File: src/sv/fhs_pkg.sv
// Shared types and constants for the FITS header and sample scanner.
// No dependencies.
`default_nettype none

package fhs_pkg;

  localparam int LenBits    = 32;
  localparam int BlockBytes = 2880;
  localparam int CardBytes  = 80;
  localparam int RemBits    = $clog2(BlockBytes);

  localparam logic [2:0] StOk = 3'd0, StSimple = 3'd1, StNaxis = 3'd2, StAxis = 3'd3,
                         StBitpix = 3'd4, StNoEnd = 3'd5, StSize = 3'd6;

  typedef struct packed {
    logic [7:0] data;
    logic       last;
    logic       is_space;
    logic       is_digit;
    logic       is_minus;
    logic       is_slash;
    logic       is_eq;
    logic [3:0] digit;
  } fhs_item_t;

endpackage

`default_nettype wire

File: src/sv/fhs_front.sv
// Front end: accepts file bytes, classifies them and queues them.
// Depends on fhs_pkg.
`default_nettype none

module fhs_front import fhs_pkg::*; (
  input  wire logic       clk_i,
  input  wire logic       rst_ni,
  input  wire logic       in_valid_i,
  output logic            in_stall_o,
  input  wire logic [7:0] data_byte_i,
  input  wire logic       last_byte_i,
  output logic            q_valid_o,
  output fhs_item_t       q_item_o,
  input  wire logic       q_pop_i
);

  fhs_item_t  mem_q [2];
  logic [1:0] cnt_q, cnt_d;
  logic       wr_q, rd_q;
  logic       push;
  fhs_item_t  item;

  always_comb begin
    item.data     = data_byte_i;
    item.last     = last_byte_i;
    item.is_space = (data_byte_i == 8'h20);
    item.is_digit = (data_byte_i >= 8'h30) && (data_byte_i <= 8'h39);
    item.is_minus = (data_byte_i == 8'h2d);
    item.is_slash = (data_byte_i == 8'h2f);
    item.is_eq    = (data_byte_i == 8'h3d);
    item.digit    = 4'(data_byte_i - 8'h30);
  end

  assign in_stall_o = (cnt_q == 2'd2);
  assign push       = in_valid_i && !in_stall_o;
  assign q_valid_o  = (cnt_q != 2'd0);
  assign q_item_o   = mem_q[rd_q];

  always_comb begin
    cnt_d = cnt_q;
    if (push && !q_pop_i) begin
      cnt_d = cnt_q + 2'd1;
    end else if (!push && q_pop_i) begin
      cnt_d = cnt_q - 2'd1;
    end
  end

  always_ff @(posedge clk_i or negedge rst_ni) begin
    if (!rst_ni) begin
      cnt_q <= '0;
      wr_q  <= 1'b0;
      rd_q  <= 1'b0;
    end else begin
      cnt_q <= cnt_d;
      if (push) wr_q <= !wr_q;
      if (q_pop_i) rd_q <= !rd_q;
    end
  end

  always_ff @(posedge clk_i) begin
    if (push) mem_q[wr_q] <= item;
  end

endmodule

`default_nettype wire

File: src/sv/fhs_back.sv
// Back end: card parser, END sizing sequence, sample OR and result register.
// Depends on fhs_pkg.
`default_nettype none

module fhs_back import fhs_pkg::*; (
  input  wire logic       clk_i,
  input  wire logic       rst_ni,
  input  wire logic       q_valid_i,
  input  wire fhs_item_t  q_item_i,
  output logic            q_pop_o,
  output logic            out_valid_o,
  input  wire logic       out_stall_i,
  output logic [2:0]      status_o,
  output logic [31:0]     header_bytes_o,
  output logic [31:0]     image_bytes_o,
  output logic [31:0]     footer_bytes_o,
  output logic [4:0]      unused_low_bits_o,
  output logic [1:0]      components_o
);

  typedef enum logic [2:0] {PhHeader, PhCalcA, PhCalcB, PhData, PhDone} phase_e;
  typedef enum logic [2:0] {NsStart, NsMinus, NsDigits, NsFail, NsDone} num_e;

  localparam logic [63:0] NmSimple = 64'("SIMPLE"), NmBitpix = 64'("BITPIX"),
                          NmNaxis = 64'("NAXIS"), NmNaxis1 = 64'("NAXIS1"),
                          NmNaxis2 = 64'("NAXIS2"), NmBayer = 64'("BAYERPAT"),
                          NmEnd = 64'("END"), NmComment = 64'("COMMENT");
  localparam logic [32:0] MaxNeg = 33'h080000000;
  localparam logic [32:0] MaxPos = 33'h07fffffff;
  localparam logic [32:0] Clamp  = 33'h080000001;

  function automatic logic kw_match(input logic [63:0] kw, input logic [3:0] klen,
                                    input logic [63:0] nm, input int n);
    logic hit, ok;
    int   s, i;
    hit = 1'b0;
    for (s = 0; s < 8; s++) begin
      ok = (s + n <= int'(klen));
      for (i = 0; i < 8; i++) begin
        if (i < s) begin
          ok = ok && (kw[8*i +: 8] == 8'h20);
        end else if (i < s + n) begin
          ok = ok && (kw[8*i +: 8] == nm[8*(n-1-i+s) +: 8]);
        end else if (i < int'(klen)) begin
          ok = ok && (kw[8*i +: 8] == 8'h20);
        end
      end
      hit = hit || ok;
    end
    return hit;
  endfunction

  phase_e              phase_q, phase_d;
  num_e                nst_q, nst_d;
  logic [LenBits-1:0]  bc_q, bc_d;
  logic [RemBits-1:0]  rem_q, rem_d;
  logic [6:0]          col_q, col_d;
  logic [63:0]         kw_q, kw_d;
  logic                eq_q, eq_d, cut_q, cut_d, neg_q, neg_d;
  logic [7:0]          vch_q, vch_d;
  logic [1:0]          vcnt_q, vcnt_d;
  logic [32:0]         acc_q, acc_d;
  logic [31:0]         bpp_q, bpp_d, axw_q, axw_d, axh_q, axh_d;
  logic                bayer_q, bayer_d, fin_q, fin_d;
  logic [2:0]          err_q, err_d;
  logic [LenBits:0]    hl_q, hl_d;
  logic [LenBits-1:0]  il_q, il_d;
  logic [63:0]         prod_q, prod_d;
  logic [15:0]         sor_q, sor_d;

  logic                emit, out_valid_q;
  logic [2:0]          st;
  logic [4:0]          unused;
  logic [LenBits+1:0]  hl_il;
  logic [LenBits:0]    foot, pos_off, pad;
  logic [35:0]         acc_t;
  logic [64:0]         img;
  logic [6:0]          col_n;
  logic [3:0]          klen;
  logic                finish, num_ok, take_ok, is_cmt, is_end;
  logic [31:0]         num_val;
  fhs_item_t           it;

  assign it      = q_item_i;
  assign q_pop_o = q_valid_i && !fin_q &&
                   (phase_q inside {PhHeader, PhData, PhDone});
  assign emit    = fin_q && (phase_q inside {PhHeader, PhData, PhDone}) &&
                   (!out_valid_q || !out_stall_i);

  always_comb begin
    phase_d = phase_q; nst_d = nst_q; bc_d = bc_q; rem_d = rem_q;
    col_d = col_q; kw_d = kw_q; eq_d = eq_q; cut_d = cut_q; neg_d = neg_q;
    vch_d = vch_q; vcnt_d = vcnt_q; acc_d = acc_q; bpp_d = bpp_q;
    axw_d = axw_q; axh_d = axh_q; bayer_d = bayer_q; fin_d = fin_q;
    err_d = err_q; hl_d = hl_q; il_d = il_q; prod_d = prod_q; sor_d = sor_q;
    col_n = col_q + 7'd1;
    finish = 1'b0; klen = '0; is_cmt = 1'b0; is_end = 1'b0;
    acc_t = '0; num_ok = 1'b0; take_ok = 1'b0; num_val = '0;
    pos_off = {1'b0, bc_q} - hl_q;
    pad = (rem_q == '0) ? '0 : (LenBits+1)'(BlockBytes) - (LenBits+1)'(rem_q);
    img = {prod_q, 1'b0};

    if (q_pop_o) begin
      if (bc_q != '1) begin
        bc_d  = bc_q + 1'b1;
        rem_d = (rem_q == RemBits'(BlockBytes - 1)) ? '0 : rem_q + 1'b1;
      end
      if (it.last) fin_d = 1'b1;
      case (phase_q)
        PhHeader: begin
          if (col_q < 7'd8) begin
            kw_d[8*col_q[2:0] +: 8] = it.data;
          end else if (col_q == 7'd8) begin
            eq_d = it.is_eq;
          end else if (!cut_q) begin
            if (it.is_slash) begin
              cut_d = 1'b1;
            end else begin
              if (!it.is_space) begin
                if (vcnt_q == 2'd0) vch_d = it.data;
                if (vcnt_q != 2'd2) vcnt_d = vcnt_q + 2'd1;
              end
              case (nst_q)
                NsStart: begin
                  if (it.is_minus) begin
                    neg_d = 1'b1; nst_d = NsMinus;
                  end else if (it.is_digit) begin
                    acc_d = 33'(it.digit); nst_d = NsDigits;
                  end else if (!it.is_space) begin
                    nst_d = NsFail;
                  end
                end
                NsMinus: begin
                  if (it.is_digit) begin
                    acc_d = 33'(it.digit); nst_d = NsDigits;
                  end else begin
                    nst_d = NsFail;
                  end
                end
                NsDigits: begin
                  if (it.is_digit) begin
                    acc_t = {acc_q, 3'b000} + {2'b00, acc_q, 1'b0} + 36'(it.digit);
                    acc_d = (acc_t > 36'(MaxNeg)) ? Clamp : acc_t[32:0];
                  end else begin
                    nst_d = NsDone;
                  end
                end
                default: ;
              endcase
            end
          end
          col_d = col_n;
          finish = (col_n >= 7'(CardBytes)) || it.last;
          if (finish) begin
            klen   = (col_n < 7'd8) ? col_n[3:0] : 4'd8;
            is_cmt = kw_match(kw_d, klen, NmComment, 7);
            is_end = kw_match(kw_d, klen, NmEnd, 3);
            num_ok = (nst_d == NsDigits) || (nst_d == NsDone);
            if (neg_d) begin
              take_ok = num_ok && (acc_d <= MaxNeg);
              num_val = 32'(33'd0 - acc_d);
            end else begin
              take_ok = num_ok && (acc_d <= MaxPos);
              num_val = acc_d[31:0];
            end
            if (is_cmt) begin
            end else if (is_end) begin
              phase_d = PhCalcA;
            end else if (col_n > 7'd8 && eq_d) begin
              if (kw_match(kw_d, klen, NmSimple, 6)) begin
                if (!(vcnt_d == 2'd1 && vch_d == 8'h54)) begin
                  err_d = StSimple; phase_d = PhDone;
                end
              end else if (kw_match(kw_d, klen, NmBitpix, 6)) begin
                if (take_ok) bpp_d = num_val;
              end else if (kw_match(kw_d, klen, NmNaxis, 5)) begin
                if (!(vcnt_d == 2'd1 && vch_d == 8'h32)) begin
                  err_d = StNaxis; phase_d = PhDone;
                end
              end else if (kw_match(kw_d, klen, NmNaxis1, 6)) begin
                if (take_ok) axw_d = num_val;
              end else if (kw_match(kw_d, klen, NmNaxis2, 6)) begin
                if (take_ok) axh_d = num_val;
              end else if (kw_match(kw_d, klen, NmBayer, 8)) begin
                bayer_d = 1'b1;
              end
            end
            col_d = '0; kw_d = '0; eq_d = 1'b0; vch_d = '0; vcnt_d = '0;
            acc_d = '0; cut_d = 1'b0; nst_d = NsStart; neg_d = 1'b0;
          end
        end
        PhData: begin
          if ({1'b0, bc_q} >= hl_q && pos_off < {1'b0, il_q}) begin
            if (pos_off[0]) sor_d = sor_q | {8'h00, it.data};
            else sor_d = sor_q | {it.data, 8'h00};
          end
        end
        default: ;
      endcase
    end

    case (phase_q)
      PhCalcA: begin
        if (axw_q == '1 || axh_q == '1) begin
          err_d = StAxis; phase_d = PhDone;
        end else if (bpp_q != 32'd16) begin
          err_d = StBitpix; phase_d = PhDone;
        end else begin
          hl_d = {1'b0, bc_q} + pad;
          if (axw_q[31] || axh_q[31]) begin
            err_d = StSize; phase_d = PhDone;
          end else begin
            prod_d = axw_q * axh_q;
            phase_d = PhCalcB;
          end
        end
      end
      PhCalcB: begin
        if ((img >> LenBits) != '0) begin
          err_d = StSize; phase_d = PhDone;
        end else begin
          il_d = img[LenBits-1:0]; phase_d = PhData;
        end
      end
      default: ;
    endcase

    if (emit) begin
      phase_d = PhHeader; nst_d = NsStart; bc_d = '0; rem_d = '0;
      col_d = '0; kw_d = '0; eq_d = 1'b0; cut_d = 1'b0; neg_d = 1'b0;
      vch_d = '0; vcnt_d = '0; acc_d = '0; bpp_d = '1; axw_d = '1; axh_d = '1;
      bayer_d = 1'b0; fin_d = 1'b0; err_d = '0; hl_d = '0; il_d = '0; sor_d = '0;
    end
  end

  always_comb begin
    hl_il  = {1'b0, hl_q} + (LenBits+2)'(il_q);
    foot   = {1'b0, bc_q} - hl_q - (LenBits+1)'(il_q);
    unused = 5'd16;
    for (int i = 15; i >= 0; i--) begin
      if (sor_q[i]) unused = 5'(i);
    end
    case (phase_q)
      PhHeader: st = StNoEnd;
      PhDone:   st = err_q;
      default: begin
        if (hl_q > {1'b0, bc_q} || hl_il > (LenBits+2)'(bc_q)) st = StSize;
        else st = StOk;
      end
    endcase
  end

  always_ff @(posedge clk_i or negedge rst_ni) begin
    if (!rst_ni) begin
      phase_q <= PhHeader; nst_q <= NsStart; bc_q <= '0; rem_q <= '0;
      col_q <= '0; kw_q <= '0; eq_q <= 1'b0; cut_q <= 1'b0; neg_q <= 1'b0;
      vch_q <= '0; vcnt_q <= '0; acc_q <= '0; bpp_q <= '1; axw_q <= '1;
      axh_q <= '1; bayer_q <= 1'b0; fin_q <= 1'b0; err_q <= '0; hl_q <= '0;
      il_q <= '0; prod_q <= '0; sor_q <= '0; out_valid_q <= 1'b0;
    end else begin
      phase_q <= phase_d; nst_q <= nst_d; bc_q <= bc_d; rem_q <= rem_d;
      col_q <= col_d; kw_q <= kw_d; eq_q <= eq_d; cut_q <= cut_d; neg_q <= neg_d;
      vch_q <= vch_d; vcnt_q <= vcnt_d; acc_q <= acc_d; bpp_q <= bpp_d;
      axw_q <= axw_d; axh_q <= axh_d; bayer_q <= bayer_d; fin_q <= fin_d;
      err_q <= err_d; hl_q <= hl_d; il_q <= il_d; prod_q <= prod_d; sor_q <= sor_d;
      if (emit) out_valid_q <= 1'b1;
      else if (!out_stall_i) out_valid_q <= 1'b0;
    end
  end

  always_ff @(posedge clk_i) begin
    if (emit) begin
      status_o          <= st;
      header_bytes_o    <= (st == StOk) ? 32'(hl_q) : '0;
      image_bytes_o     <= (st == StOk) ? 32'(il_q) : '0;
      footer_bytes_o    <= (st == StOk) ? 32'(foot) : '0;
      unused_low_bits_o <= (st == StOk) ? unused : '0;
      components_o      <= bayer_q ? 2'd2 : 2'd1;
    end
  end

  assign out_valid_o = out_valid_q;

endmodule

`default_nettype wire

File: src/sv/fits_header_and_sample_scan.sv
// Top level of the FITS header and sample scanner.
// Depends on fhs_pkg, fhs_front and fhs_back.
//
// Input channel: one file byte per request (data_byte_i, last_byte_i),
// taken when in_valid_i is high and in_stall_o is low. Output channel: one
// result per file, offered on out_valid_o and held while out_stall_i is high.
// Throughput is one byte per cycle while in_stall_o is low. After the END
// card the parser sizes the image in PhCalcA (one 32x32 multiply), then in
// PhCalcB (a range check); the two-entry byte queue absorbs part of that
// and in_stall_o covers the rest. The last byte sets fin_q, which loads the
// result register, after the sizing states if END is the final card. A
// result waiting on a stalled receiver does not block the next file's bytes
// until another result is ready. Reset clears the queue and all parser
// state; the parser returns to that state (bar prod_q) for the next file.
`default_nettype none

module fits_header_and_sample_scan import fhs_pkg::*; (
  input  wire logic        clk_i,
  input  wire logic        rst_ni,
  input  wire logic        in_valid_i,
  output logic             in_stall_o,
  input  wire logic [7:0]  data_byte_i,
  input  wire logic        last_byte_i,
  output logic             out_valid_o,
  input  wire logic        out_stall_i,
  output logic [2:0]       status_o,
  output logic [31:0]      header_bytes_o,
  output logic [31:0]      image_bytes_o,
  output logic [31:0]      footer_bytes_o,
  output logic [4:0]       unused_low_bits_o,
  output logic [1:0]       components_o
);

  logic      q_valid, q_pop;
  fhs_item_t q_item;

  fhs_front u_front (
    .clk_i, .rst_ni, .in_valid_i, .in_stall_o, .data_byte_i, .last_byte_i,
    .q_valid_o(q_valid), .q_item_o(q_item), .q_pop_i(q_pop)
  );

  fhs_back u_back (
    .clk_i, .rst_ni, .q_valid_i(q_valid), .q_item_i(q_item), .q_pop_o(q_pop),
    .out_valid_o, .out_stall_i, .status_o, .header_bytes_o, .image_bytes_o,
    .footer_bytes_o, .unused_low_bits_o, .components_o
  );

endmodule

`default_nettype wire

File: config.mk
export PLATFORM = sky130hd
export DESIGN_NAME = fits_header_and_sample_scan
export DESIGN_NICKNAME = d
export VERILOG_FILES = /design/src/sv/fhs_pkg.sv /design/src/sv/fhs_front.sv /design/src/sv/fhs_back.sv /design/src/sv/fits_header_and_sample_scan.sv
export SDC_FILE = /design/constraint.sdc
export NUM_CORES = 2
export LEC_CHECK = 0
export ABC_AREA = 1
export BUFFER_PORTS_ARGS = -buffer_cell sky130_fd_sc_hd__buf_2
export CORE_ASPECT_RATIO = 2
export CORE_MARGIN = 2
export CORE_UTILIZATION = 25
export DETAILED_ROUTE_END_ITERATION = 12
export GPL_ROUTABILITY_DRIVEN = 0
export GPL_TIMING_DRIVEN = 0
export PLACE_DENSITY = 0.4
export SLEW_MARGIN = 20
export SYNTH_ARGS = -nofsm -noshare
export SYNTH_HDL_FRONTEND = slang
export SYNTH_SLANG_ARGS = --single-unit
File: constraint.sdc
create_clock -name clk_i -period 24.6 [get_ports clk_i]
set_input_delay 2.46 -clock clk_i [delete_from_list [all_inputs] [get_ports clk_i]]
set_output_delay 2.46 -clock clk_i [all_outputs]
set_load 0.01 [all_outputs]
### Yosys cells after proc, flatten, opt, wreduce, memory -nomap -nowiden

Memory sizes are Yosys's and may differ from the RTL's.
Index checks and enable logic that the tools add are counted.

| word-level totals | value |
|---|---|
| bits in registers | 524 |
| memory bits (writable) | 36 |
| bits of input ports | 13 |
| output and inout port bits | 108 |
| word-level logic and storage cells | 4738 |
| memories kept | 1 |

Memories:

| name | depth | width | rd ports | clocked after memory_dff | wr ports | RTL line | text |
|---|---|---|---|---|---|---|---|
| u_front.mem_q | 2 | 18 | 1 | 0 | 1 | fhs_front.sv:17 | `fhs_item_t mem_q [2];` |

| operators by class | value |
|---|---|
| add/subtract/negate cells | 16 |
| $mul | 1 |
| magnitude comparators | 31 |
| equal/unequal tests | 158 |
| shifts and indexed selects | 2 |
| multiplexer cells | 3892 |
| bitwise operators | 6 |
| reductions and logical operators | 595 |

Operator list:

| kind | number |
|---|---|
| 2-to-1 mux 1 bit | 3718 |
| 2-to-1 mux 32 bit | 40 |
| equality test 8 x 7 -> 1 bit, second input constant | 105 |
| 2-to-1 mux 33 bit | 19 |
| logical AND 1 bit | 478 |
| 2-to-1 mux 64 bit | 7 |
| 2-to-1 mux 3 bit | 51 |
| equality test 8 x 6 -> 1 bit, second input constant | 19 |
| one-hot mux 33 bit (3 select lines) | 1 |
| 2-to-1 mux 8 bit | 12 |
| 2-to-1 mux 16 bit | 5 |
| nonzero test 65 bit | 1 |
| bitwise mux 64 bit | 1 |
| equality test 32 bit, second input constant | 2 |
| multiplier 32 x 32 -> 64 bit | 1 |
| variable shift 8 x 34 -> 64 bit, first input constant | 1 |
| indexed part select 8 x 34 -> 64 bit | 1 |
| logical OR 1 bit | 62 |
| 2-to-1 mux 12 bit | 4 |
| adder 36 x 34 -> 36 bit | 1 |
| adder 36 x 4 -> 36 bit | 1 |
| > comparator 36 x 32 -> 1 bit, second input constant | 1 |
| adder 33 x 32 -> 34 bit | 1 |
| > comparator 34 x 32 -> 1 bit | 1 |
| 71 further kinds | 168 |

### Logic depth before layout (Yosys ltp)

| depth | value |
|---|---|
| depth in word-level cells | 566 |
| mapped depth | 44 |
| gate-level depth less buffers | 43 |

### By module

From an unflattened synthesis, not the netlist that was laid out.

| unflattened totals | value |
|---|---|
| cells, all modules | 9269 |
| area, all modules | 70769.1 µm² |

By module, submodules not included:

| module | instances | cells each | area an instance (µm²) | sequential area each (µm²) |
|---|---|---|---|---|
| fhs_back | 1 | 9177 | 69389.0 | 13608.1 |
| fhs_front | 1 | 92 | 1380.1 | 940.9 |

### Worst setup path before layout

OpenSTA, ideal clock, no wires.

| path | value |
|---|---|
| kind | reg-to-reg |
| start | register u_back.axh_q[4] |
| end | register u_back.prod_q[58] |
| library setup time | 0.118 ns |
| arrival time | 7.579 ns |
| required time | 24.482 ns |
| path slack | 16.903 ns |
| stages on the path, launching flop included | 32 |
| path buffers | 2 |
| clock period less this slack | 7.697 ns |
| path through | dfstp_2 > clkbuf_1 > clkbuf_1 > nand2_1 > fa_1 > inv_1 > fa_1 > inv_1 > fa_1 > inv_1 > fa_1 > fa_1 > inv_1 > fa_1 > inv_1 > fa_1 > fa_1 > ha_1 > a21oi_1 > inv_1 > a31oi_1 > o221ai_1 > a31o_2 > a21oi_1 > nor2_1 > o21ai_0 > nand2_1 > a21o_1 > a21o_1 > or2_2 > nand3_1 > nand2_1 |

| between the ends | value |
|---|---|
| word-level cells in the longest chain between the ends | 4 |
| elaborated cells between the ends (all ways) | 5 |
| those cells by class | mul: 1; eq/ne: 1; bitwise: 1; reduce/logical: 2 |

RTL lines:

| element | RTL line | text |
|---|---|---|
| start, declared | fhs_back.sv:63 | `logic [31:0] bpp_q, bpp_d, axw_q, axw_d, axh_q, axh_d;` |
| start signal, assigned | fhs_back.sv:264 | `axw_q <= axw_d; axh_q <= axh_d; bayer_q <= bayer_d; fin_q <= fin_d;` |
| parallel branches: the longest is 4 deep, another holds multiplier 32 x 32 -> 64 bit | n/a |  |
| end signal, assigned | fhs_back.sv:265 | `err_q <= err_d; hl_q <= hl_d; il_q <= il_d; prod_q <= prod_d; sor_q <= sor_d;` |
| end, declared | fhs_back.sv:68 | `logic [63:0] prod_q, prod_d;` |

Parallel ways; which one is timed is not known.
A chain may end at the register's enable or synchronous reset.

### Worst setup path after layout

| path | value |
|---|---|
| start | register u_back.axh_q[3] |
| end | register u_back.prod_q[62] |

The elaborated chain is that of the path after synthesis.

==> key figures <==
Timing
  – Hold Fails Final Rpt: 0
  – Fmax: approximately 100 MHz
  – TNS Setup: 0 ps
  – Worst slew pin tran: around 1200 ps
  – Relative slew slack: 18.4%
  – Final Setup Violations: 0
  – Min Tclk post-route: ~10,000 ps
  – RSZ-0062 raised after global routing: no
  – Worst clock skew: 74.3 ps
  – Fin crit share: between 40% and 50%
  – Max Slew Vio Count: 0

Clocking
  – PostCTS Resize Cnt: 0
  – Clock-pin slew on the worst setup and hold paths: roughly 70 ps
  – Clock Latency Late Sink: approximately 730 ps
  – CTS tree: done
  – Cts bufs inserted: 68
  – CTS Hold Bufs: 0
  – CTS Buffer Depth: 3
  – Post-CTS Setup Bufs: 0
  – Clock tree sinks: 550
  – Root Buffer: clkbuf_16
  – CTS H-tree depth: 3

Synthesis
  – Area share of the largest cell type after synthesis: 25.7%
  – Commonest cells in the netlist: nand2_1, inv_1, fa_1
  – Synthesized area per cell: roughly 7.6 µm²
  – Synth top area cells: fa_1, nand2_1, dfrtp_1
  – Commonest register cell after synthesis: dfrtp_1
  – Warnings from Yosys: 0
  – Post-synthesis async set-or-reset flop share: 75.8%
  – Mapped cell area: 0.0701 mm²
  – Compound-Gate Fraction of Synth Area: about 8%
  – Area leader, netlist: fa_1
  – Synth Area in XOR/XNOR: between 1.5 and 2%
  – EDFF count, synth: between 100 and 150
  – Post-synthesis sequential area ratio: around 21%
  – Mux share of post-synthesis cell area: less than 1%
  – Largest family of logic cells by synthesized area: adder cells
  – Syn nets: approximately 11,000
  – Top-count cell post-synth: nand2_1
  – Synthesized-area fraction occupied by adder cells: 34.6%
  – Seq cells post-synth: 550
  – Cell count after synthesis: 9,194
  – Synth unique cells: 66
  – Simple-gate area share of the yosys netlist: roughly 22%

Route
  – Final wirelength: about 290,000 µm
  – Starting DRC count in detailed routing: around 4,700
  – Routed vias: approximately 61,000
  – Remaining DRCs: 0
  – DRT Pass-1 Iters: 6
  – Post-route ant nets: 0
  – Vias per inst: 4.62
  – WL/cell: between 20 and 25 µm

Layout
  – Post-layout util: approximately 28%
  – Layout cell share with drive strength beyond 1: 5.54%
  – Post-layout nets: around 11,000
  – Synth-to-Final Area Change: 11.4%
  – Fillers: a little over 30,000

Die
  – Die Ht: approximately 750 µm
  – Rows: approximately 280
  – Die X: ~380 µm
  – Die area: between 0.2 and 0.3 mm²
  – Core ar.: around 0.28 mm²
  – Io pins: between 100 and 150
  – Initial core utilization: around a quarter

Critical path
  – Critical Path End Type: register
  – CP max stage delay: between 800 and 900 ps
  – Req. time, crit path: between 20,000 and 30,000 ps
  – Worst-path fanout max: 10
  – CP most frequent cell: fa_1
  – Crit-path slowest cell: clkbuf_1
  – Critical path class: register to register
  – Critical Path Source Type: register
  – Worst EP arrival: ~11,000 ps

Run
  – Max cap viols: 0

Placed design
  – Input/output buffers: 119
  – Final HPWL DP: between 200,000 and 250,000 µm

Global routing
  – Total gr overflow: 0
  – Pin count of the biggest net entering global routing: 85
  – Overall Global Routing Usage: between 20% and 30%
  – Vias in the first global route: between 60,000 and 70,000
  – Initial antenna violation count: 16
  – First-pass GRT wire length: 433,000 µm

Status
  – Status: completed

Min path
  – Path category of the worst min-delay check: register to register
state kept, by name (all words and copies together) (netlist names), 3 cells and up:
name	cells
u_back.status_o	3
u_back.image_bytes_o	31
u_back.kw_q	64
u_back.unused_low_bits_o	5
u_back.bc_q	32
u_back.header_bytes_o	32
u_back.err_q	3
u_back.acc_q	33
u_back.vch_q	8
u_back.col_q	7
u_back.phase_q	3
u_back.rem_q	12
u_back.hl_q	33
u_front.mem_q	28
u_back.bpp_q	32
u_back.footer_bytes_o	32
u_back.nst_q	3
u_back.axw_q	32
u_back.sor_q	16
u_back.il_q	31
u_back.prod_q	64
u_back.axh_q	32
routing by layer:
| metal | share of wire (%) | track usage (%) | vias to the layer above | wire length (µm) |
|---|---|---|---|---|
| met1 | 46 | 28.9 | 30316 | 134000 |
| met3 | 5.3 | 2.30 | 317 | 15700 |
| met2 | 46 | 33.2 | 1676 | 134000 |
| li1 | - | - | 28689 | - |
| met4 | 3.5 | 6.18 | 4 | 10300 |
| met5 | 0.0098 | 0 | - | 29 |
kinds of logic after synthesis:
| group | count (synthesis) |
|---|---|
| flip-flops | 550 |
| XOR/XNOR | 151 |
| other | 1 |
| AND/OR/NAND/NOR | 3784 |
| multiplexers | 3 |
| AO/OA/AOI/OAI | 1013 |
| buffers and inverters | 2292 |
| adder cells (fa/ha/maj) | 1400 |
through the flow:
stage | worst slack [ps] | cells | cell area [µm²] | hold slack, ps
3_5_place_dp | 14410 | 13065 | 75700 | 464
3_3_place_gp | 11150 | 13052 | 75400 | 461
5_1_grt | 14080 | 13190 | 78100 | 491
4_1_cts | 14350 | 13190 | 78100 | 479
2_1_floorplan | 16900 | 9194 | 70100 | 425
6_report | 14570 | 13191 | 78100 | 480
worst max-delay path, delay by kind of cell, from the launching register on:
kind,cells,cell delay [ps]
AO/OA/AOI/OAI,8,2040
flip-flops,1,510
buffers and inverters,8,1900
adder cells (fa/ha/maj),9,4470
AND/OR/NAND/NOR,6,930
path summary, 6_finish.rpt:
| kind | end | slack [ps] | from | cells past startpoint |
|---|---|---|---|---|
| max | u_back.prod_q[62] | 14570 | u_back.axh_q[3] | 31 |
| max reg2reg | u_back.prod_q[62] | 14570 | u_back.axh_q[3] | 31 |
| min in group asynchronous | u_back.acc_q[9] | 1630 | rst_ni | 1 |
| max in group asynchronous | u_back.prod_q[55] | 21310 | rst_ni | 4 |
| min reg2reg | u_back.prod_q[0] | 480 | u_back.prod_q[0] | 2 |
| min | u_back.prod_q[0] | 480 | u_back.prod_q[0] | 2 |
cell usage in the layout, fill, tap and decap left out, types with 15 or more instances in the layout:
cell / netlist / final
dfrtp_1: 321 / 321
o21a_1: 15 / 15
buf_2: 30 / 151
or2_2: 27 / 27
dfstp_2: 96 / 96
o21ai_0: 362 / 361
clkbuf_1: 343 / 336
inv_1: 1852 / 1852
xnor2_1: 60 / 60
a21boi_0: 15 / 15
nor4_1: 41 / 40
o22ai_1: 76 / 76
nand3_1: 395 / 395
clkbuf_16: 0 / 68
ha_1: 498 / 498
a21o_1: 18 / 18
xor2_1: 91 / 91
nor2_1: 590 / 586
nand4_1: 136 / 136
o21ai_1: 52 / 51
nand2_1: 2436 / 2436
inv_2: 29 / 29
a21oi_1: 358 / 358
nor3_1: 91 / 90
clkbuf_2: 0 / 16
fa_1: 902 / 902
a31oi_1: 32 / 32
edfxtp_1: 133 / 133
nand3b_1: 16 / 16
area by class of cell:
type / count / area (µm²) / share of cell area [%]
multi-input cells: 6352 / 46900 / 60.0
inverters: 1892 / 7100 / 9.09
well taps: 3739 / 4680 / 5.99
clock inverters: 38 / 534 / 0.684
clock buffers: 87 / 1860 / 2.38
plain buffers: 400 / 1660 / 2.13
diodes: 1 / 2.50 / 0.00320
flip-flops and latches: 550 / 14500 / 18.6
repair buffers: 132 / 843 / 1.08
Power is not shown: default switching activity piles up to over one toggle a cycle in this logic, so the estimate is an artifact.
